$ cat config.mk
export PLATFORM = sky130hd
export DESIGN_NAME = spi_adc_command_slave
export DESIGN_NICKNAME = d
export VERILOG_FILES = /design/src/rtl/sacs_pkg.sv /design/src/rtl/sacs_bit_engine.sv /design/src/rtl/spi_adc_command_slave.sv
export SDC_FILE = /design/constraint.sdc
export NUM_CORES = 1
export LEC_CHECK = 0
export ABC_AREA = 1
export BUFFER_PORTS_ARGS = -buffer_cell sky130_fd_sc_hd__buf_4
export CELL_PAD_IN_SITES_DETAIL_PLACEMENT = 1
export CELL_PAD_IN_SITES_GLOBAL_PLACEMENT = 2
export CORE_MARGIN = 5
export CORE_UTILIZATION = 32
export DETAILED_ROUTE_END_ITERATION = 8
export PLACE_DENSITY_LB_ADDON = 0.1
export SETUP_SLACK_MARGIN = 0.4
export SYNTH_ARGS = -nofsm -noshare
export SYNTH_HDL_FRONTEND = slang
export SYNTH_SLANG_ARGS = --single-unit
$ cat constraint.sdc
create_clock -name clock -period 2.67 [get_ports clock]
set_input_delay 0.4005 -clock clock [delete_from_list [all_inputs] [get_ports clock]]
set_output_delay 0.4005 -clock clock [all_outputs]
set_load 0.005 [all_outputs]
$ cat src/rtl/sacs_pkg.sv
// Package for the serial converter command slave.
// Holds shared widths, command field constants and the step struct.
// No dependencies.
package sacs_pkg;

   localparam int NUM_CHANNELS      = 8;
   localparam int CHAN_BITS         = 3;
   localparam int VALUE_BITS        = 12;
   localparam int WORD_BITS         = 16;
   localparam int COUNT_BITS        = 5;
   localparam int INDEX_BITS        = 4;
   localparam int COMMAND_BITS      = 8;
   localparam int CMD_COUNT_BITS    = 3;
   localparam int MAX_EXCHANGE_BITS = 16;
   localparam int CHANNEL_LSB       = 4;
   localparam int VALUE_SHIFT       = 4;

   typedef logic [NUM_CHANNELS-1:0][VALUE_BITS-1:0] chan_array_type;

   typedef struct packed {
      logic valid;
      logic bit_in;
   } step_type;

endpackage

$ cat src/rtl/sacs_bit_engine.sv
// Per-bit engine: output shift register, start-bit hunt, command gather
// and pending value. Depends on sacs_pkg.
module sacs_bit_engine (
   input  logic                    clock,
   input  logic                    reset,
   input  sacs_pkg::step_type      step,
   input  sacs_pkg::chan_array_type chan_values,
   output logic                    bit_out
);
   import sacs_pkg::*;

   logic [COMMAND_BITS-1:0]   cmd_ff,      cmd_in;
   logic [CMD_COUNT_BITS-1:0] cmd_cnt_ff,  cmd_cnt_in;
   logic [WORD_BITS-1:0]      out_ff,      out_in;
   logic [WORD_BITS-1:0]      pend_val_ff, pend_val_in;
   logic                      pend_ff,     pend_in;
   logic [CHAN_BITS-1:0]      chan_sel;

   assign bit_out  = out_ff[WORD_BITS-1];
   assign chan_sel = cmd_in[CHANNEL_LSB +: CHAN_BITS];

   always_comb begin
      cmd_in      = cmd_ff;
      cmd_cnt_in  = cmd_cnt_ff;
      out_in      = out_ff;
      pend_val_in = pend_val_ff;
      pend_in     = pend_ff;
      if (step.valid) begin
         out_in = {out_ff[WORD_BITS-2:0], 1'b0};
         if (cmd_cnt_ff == '0) begin
            if (step.bit_in) begin
               cmd_in     = COMMAND_BITS'(1);
               cmd_cnt_in = CMD_COUNT_BITS'(1);
            end
            if (pend_ff) begin
               pend_in = 1'b0;
               out_in  = pend_val_ff;
            end
         end else begin
            cmd_in = {cmd_ff[COMMAND_BITS-2:0], step.bit_in};
            if (cmd_cnt_ff == CMD_COUNT_BITS'(COMMAND_BITS - 1)) begin
               cmd_cnt_in  = '0;
               pend_in     = 1'b1;
               pend_val_in = {chan_values[chan_sel], {VALUE_SHIFT{1'b0}}};
            end else begin
               cmd_cnt_in = cmd_cnt_ff + CMD_COUNT_BITS'(1);
            end
         end
      end
   end

   always_ff @(posedge clock) begin
      if (reset) begin
         cmd_ff      <= '0;
         cmd_cnt_ff  <= '0;
         out_ff      <= '0;
         pend_val_ff <= '0;
         pend_ff     <= 1'b0;
      end else begin
         cmd_ff      <= cmd_in;
         cmd_cnt_ff  <= cmd_cnt_in;
         out_ff      <= out_in;
         pend_val_ff <= pend_val_in;
         pend_ff     <= pend_in;
      end
   end

endmodule

$ cat src/rtl/spi_adc_command_slave.sv
// Serial command slave of an eight-channel converter. Each request carries
// 1 to 16 bits (counts above 16 act as 16, a zero count returns zero and
// changes nothing); they are handled one bit per cycle, most significant
// first, by a bit-serial engine. After the last bit the response waits
// until the output register can take it, and the next request is taken in the
// cycle the response is handed to the output register. Commands open with
// a start bit, span requests freely, and pick one of eight channel values
// written through the csr port; that value, shifted left by four, is
// shifted out starting one bit after the next start-bit hunt bit.
// Depends on sacs_pkg and sacs_bit_engine.
module spi_adc_command_slave (
   input  logic                                clock,
   input  logic                                reset,
   input  logic                                req_valid,
   output logic                                req_stall,
   input  logic [sacs_pkg::COUNT_BITS-1:0]     req_bit_count,
   input  logic [sacs_pkg::WORD_BITS-1:0]      req_tx_bits,
   output logic                                rsp_valid,
   input  logic                                rsp_stall,
   output logic [sacs_pkg::WORD_BITS-1:0]      rsp_rx_bits,
   input  logic                                csr_valid,
   output logic                                csr_ready,
   input  logic [sacs_pkg::INDEX_BITS-1:0]     csr_index,
   input  logic [sacs_pkg::VALUE_BITS-1:0]     csr_wdata
);
   import sacs_pkg::*;

   localparam logic ST_IDLE  = 1'b0;
   localparam logic ST_SHIFT = 1'b1;

   logic                   state_ff,  state_in;
   logic [COUNT_BITS-1:0]  cnt_ff,    cnt_in;
   logic [WORD_BITS-1:0]   tx_ff,     tx_in;
   logic [WORD_BITS-1:0]   rx_ff,     rx_in;
   logic [WORD_BITS-1:0]   rsp_rx_ff, rsp_rx_in;
   logic                   rsp_valid_ff, rsp_valid_in;
   chan_array_type         chan_ff;
   logic [COUNT_BITS-1:0]  bit_idx;
   logic [COUNT_BITS-1:0]  clamped;
   logic                   accept;
   logic                   finish;
   logic                   bit_out;
   step_type               step;

   assign csr_ready   = 1'b1;
   assign rsp_valid   = rsp_valid_ff;
   assign rsp_rx_bits = rsp_rx_ff;

   assign finish    = (state_ff == ST_SHIFT) && (cnt_ff == '0) &&
                      (!rsp_valid_ff || !rsp_stall);
   assign req_stall = (state_ff == ST_SHIFT) && !finish;
   assign accept    = req_valid && !req_stall;

   assign clamped = (req_bit_count > COUNT_BITS'(MAX_EXCHANGE_BITS)) ?
                    COUNT_BITS'(MAX_EXCHANGE_BITS) : req_bit_count;
   assign bit_idx = cnt_ff - COUNT_BITS'(1);

   assign step.valid  = (state_ff == ST_SHIFT) && (cnt_ff != '0);
   assign step.bit_in = tx_ff[bit_idx[3:0]];

   sacs_bit_engine u_engine (
      .clock       (clock),
      .reset       (reset),
      .step        (step),
      .chan_values (chan_ff),
      .bit_out     (bit_out)
   );

   always_comb begin
      state_in     = state_ff;
      cnt_in       = cnt_ff;
      tx_in        = tx_ff;
      rx_in        = rx_ff;
      rsp_rx_in    = rsp_rx_ff;
      rsp_valid_in = rsp_valid_ff && rsp_stall;
      if (step.valid) begin
         rx_in  = {rx_ff[WORD_BITS-2:0], bit_out};
         cnt_in = bit_idx;
      end
      if (finish) begin
         rsp_rx_in    = rx_ff;
         rsp_valid_in = 1'b1;
         state_in     = ST_IDLE;
      end
      if (accept) begin
         state_in = ST_SHIFT;
         cnt_in   = clamped;
         tx_in    = req_tx_bits;
         rx_in    = '0;
      end
   end

   always_ff @(posedge clock) begin
      if (reset) begin
         state_ff     <= ST_IDLE;
         cnt_ff       <= '0;
         rsp_valid_ff <= 1'b0;
      end else begin
         state_ff     <= state_in;
         cnt_ff       <= cnt_in;
         rsp_valid_ff <= rsp_valid_in;
      end
   end

   always_ff @(posedge clock) begin
      tx_ff     <= tx_in;
      rx_ff     <= rx_in;
      rsp_rx_ff <= rsp_rx_in;
   end

   always_ff @(posedge clock) begin
      if (reset) begin
         chan_ff <= '0;
      end else if (csr_valid && csr_ready &&
                   (csr_index < INDEX_BITS'(NUM_CHANNELS))) begin
         chan_ff[csr_index[CHAN_BITS-1:0]] <= csr_wdata;
      end
   end

   a_accept_starts : assert property (@(posedge clock) disable iff (reset)
      accept |=> (state_ff == ST_SHIFT))
      else $error("accepted request did not start shifting");

   a_no_early_end : assert property (@(posedge clock) disable iff (reset)
      (state_ff == ST_SHIFT) && (cnt_ff != '0) |=> (state_ff == ST_SHIFT))
      else $error("shifting ended with bits left");

   a_count_bound : assert property (@(posedge clock) disable iff (reset)
      (state_ff == ST_SHIFT) |-> (cnt_ff <= COUNT_BITS'(MAX_EXCHANGE_BITS)))
      else $error("bit count beyond exchange limit");

   a_finish_loads : assert property (@(posedge clock) disable iff (reset)
      finish |=> rsp_valid_ff)
      else $error("finished request not presented");

endmodule
==> impl_metrics.tcl <==
set metrics [dict create \
    worstSetupStartpointType "register" \
    firstDrtPassIters 4 \
    drv_cap 0 \
    fmax_mhz 452.9 \
    hold_depth 1 \
    holdBufCountCts 0 \
    finalCritPeriodShare_pct 82.70 \
    vias 6809 \
    placed_cell_area_um2 8748 \
    synth_top_area_share_pct 38.91 \
    nets 1129 \
    yosys_register_bits 186 \
    run_status "finished, final reports clean" \
    p_leak_nw 4.188 \
    yosys.cell_types.count 32 \
    timing.critical_path.buf_inv 4 \
    drt_iter0_drc 426 \
    avgViaCountPerCell 4.798 \
    slew_headroom_pct 57.50 \
    die_h_um 167.4 \
    min_path_type "primary input to register" \
    crit_cells 17 \
    rsz0062_at_grt "true" \
    initial_core_util_pct 32.58 \
    cp_max_fo 6 \
    antenna_cells 0 \
    finalCriticalPeriod_ns 2.208 \
    core_um2 24320 \
    synth_area_um2 7924 \
    synth_edf_count 32 \
    path_cells "clkinv_4 > ha_4 > inv_4 > nand3_2 > nand3_2 > nand3_2 > nand2_2 > nand2_4 > nand3_4 > buf_12 > nand2_8 > clkbuf_16 > nand2_1 > nand3_1 > nand3_1 > nand2_2 > a21oi_1" \
    fin_area_um2 9977 \
    grt_pass1_wl_um 37220 \
    cts_tree "done" \
    hold_ws_ns 0.1333 \
    crit_type "register to register" \
    synth_fp_nets 1067 \
    critPathMostFrequentCell "nand3_2" \
    p_per_area_nw_per_um2 646.9 \
    timing.setup.tns_ns 0 \
    grt_use_total_pct 16.29 \
    clkSinkCount 186 \
    critical_path.slowest_cell "dfxtp_2" \
    vdd_ir_drop_max_mv 0.3586 \
    die-area_um2 28010 \
    synth_common_cells "dfxtp_1 (154), inv_1 (151), nand2_1 (149)" \
    skew_ns 0.01269 \
    grt_pass1_vias 6840 \
    clockBufferDepth 2 \
    postSynthAreaPerCell_um2 7.768 \
    io_pins 61 \
    hold_viol 0 \
    ys_async_sr_fraction_pct 0 \
    grt_max_degree 122 \
    synth_cells 1020 \
    reg2regPathDepth 17 \
    ant_nets 0 \
    antenna_found_initial 0 \
    syn_to_final_growth_pct 25.91 \
    clock_latency_ns 0.44 \
    worst_pin_slew_ns 0.6368 \
    cp.arrival_ns 2.55 \
    worstPathRequired_ns 3.01 \
    cts.clk_slew.worst_paths_ns 0.08 \
    crit_family "simple AND/OR/NAND/NOR gates" \
    gp_congestion 0.7305 \
    seq_area_frac_synth_pct 51.03 \
    drive_above_1_share_pct 18.08 \
    synthFlopType "dfxtp_1" \
    cpPeakStageDelay_ns 0.36 \
    final-setup-viol-count 0 \
    synth.area.top_cells "dfxtp_1 (39%), edfxtp_1 (12%), nand3_1 (8.0%)" \
    detailed_place_hpwl_um 13640 \
    grt_overflow 0 \
    yosys.area.top_type "dfxtp_1" \
    drv_slew 0 \
    finish.utilization_pct 41.02 \
    end_kind "register" \
    ys_warn_count 0 \
    wl_per_cell_um 17.00 \
    cts-root-buf "clkbuf_16" \
    wl_um 24120 \
    yosysMostFrequentCell "dfxtp_1" \
    drc 0 \
    numCtsBuffers 17 \
    ctsHtreeMaxLevel 4 \
    die_w_um 167.4 \
    port_buffers 59 \
    rows 57 \
]
## power breakdown
part | switching [W] | internal, W
clock | 0.00129 | 0.00136
sequential | 0.0000526 | 0.00298
combinational | 0.000469 | 0.000303
total | 0.00181 | 0.00465
## cells by family (layout without fill, tap and decap cells)
family	count (synthesis)	count (layout)	share of synthesized area, %
AO/OA/AOI/OAI	266	266	18.05
XOR/XNOR	2	2	0.2211
AND/OR/NAND/NOR	345	346	18.89
adder cells (fa/ha/maj)	5	5	0.7895
other	1	1	0.04733
flip-flops	186	186	51.03
buffers and inverters	215	289	10.97
## cells in the final DEF, fill, tap and decap left out, drive strengths merged
cell / Yosys / final
inv: 154 / 160
dfxtp: 154 / 154
nand2: 153 / 154
nand3: 129 / 129
o21ai: 126 / 126
a21oi: 105 / 105
buf: 19 / 96
nor2: 60 / 60
edfxtp: 32 / 32
clkbuf: 42 / 24
a22oi: 17 / 17
a31oi: 12 / 12
clkinv: 0 / 7
ha: 5 / 5
o211ai: 2 / 2
nor3b: 2 / 2
o22ai: 2 / 2
xor2: 1 / 1
xnor2: 1 / 1
nor4: 1 / 1
o21bai: 1 / 1
clkinvlp: 0 / 1
a211oi: 1 / 1
conb: 1 / 1
bufinv: 0 / 1
## path summary, 6_finish.rpt
check / endpoint / from / slack [ns]
setup / recovery: u_engine.pend_val_ff[8]$_SDFFE_PP0P_ / cnt_ff[0]$_SDFFE_PP0P_ / 0.46
hold / removal: tx_ff[4]$_DFFE_PP_ / req_tx_bits[4] / 0.13
setup reg to reg: u_engine.pend_val_ff[8]$_SDFFE_PP0P_ / cnt_ff[0]$_SDFFE_PP0P_ / 0.46
hold reg to reg: chan_ff[42]$_SDFFE_PP0P_ / chan_ff[42]$_SDFFE_PP0P_ / 0.45
## stage by stage
step | worst slack (ns) | std cells | power (W)
6_report | 0.4618 | 1419 | 0.006455
5_1_grt | 0.3081 | 1419 | 0.006773
4_1_cts | 0.4247 | 1405 | 0.006455
3_5_place_dp | 0.2484 | 1368 | 0.003766
3_3_place_gp | 0.3567 | 1368 | 0.003760
2_1_floorplan | 0.4174 | 1020 | 0.003511
## per-layer routing
layer | vias up | track usage (%) | wire [um]
li1 | 3477 | - | -
met1 | 3230 | 22.22 | 11600
met2 | 86 | 27.28 | 11700
met3 | 16 | 2.758 | 556
met4 | 0 | 3.529 | 253
met5 | - | 0 | 0
## what timing repair did
action                     CTS  global route
pin swaps                    1            25
setup endpoints to repair   12            29
gates resized for setup      8            57
gates cloned                 1            11
setup buffers                4             3
## final cells by class
class	count	area, um2
multi-input cells	620	3289
clock inverters	15	195.2
inverters	154	589.3
fillers	2898	14340
repair buffers	103	1026
well taps	324	405.4
flip-flops and latches	186	4046
clock buffers	17	425.4
## registers in the layout (all words and copies together), names as in the netlist, 5 cells and up
signal                count
chan_ff                  96
rsp_rx_bits              16
rx_ff                    16
tx_ff                    16
u_engine.out_ff          12
u_engine.pend_val_ff     12
u_engine.cmd_ff           7
cnt_ff                    5
Power figures use the tool's default switching activity.
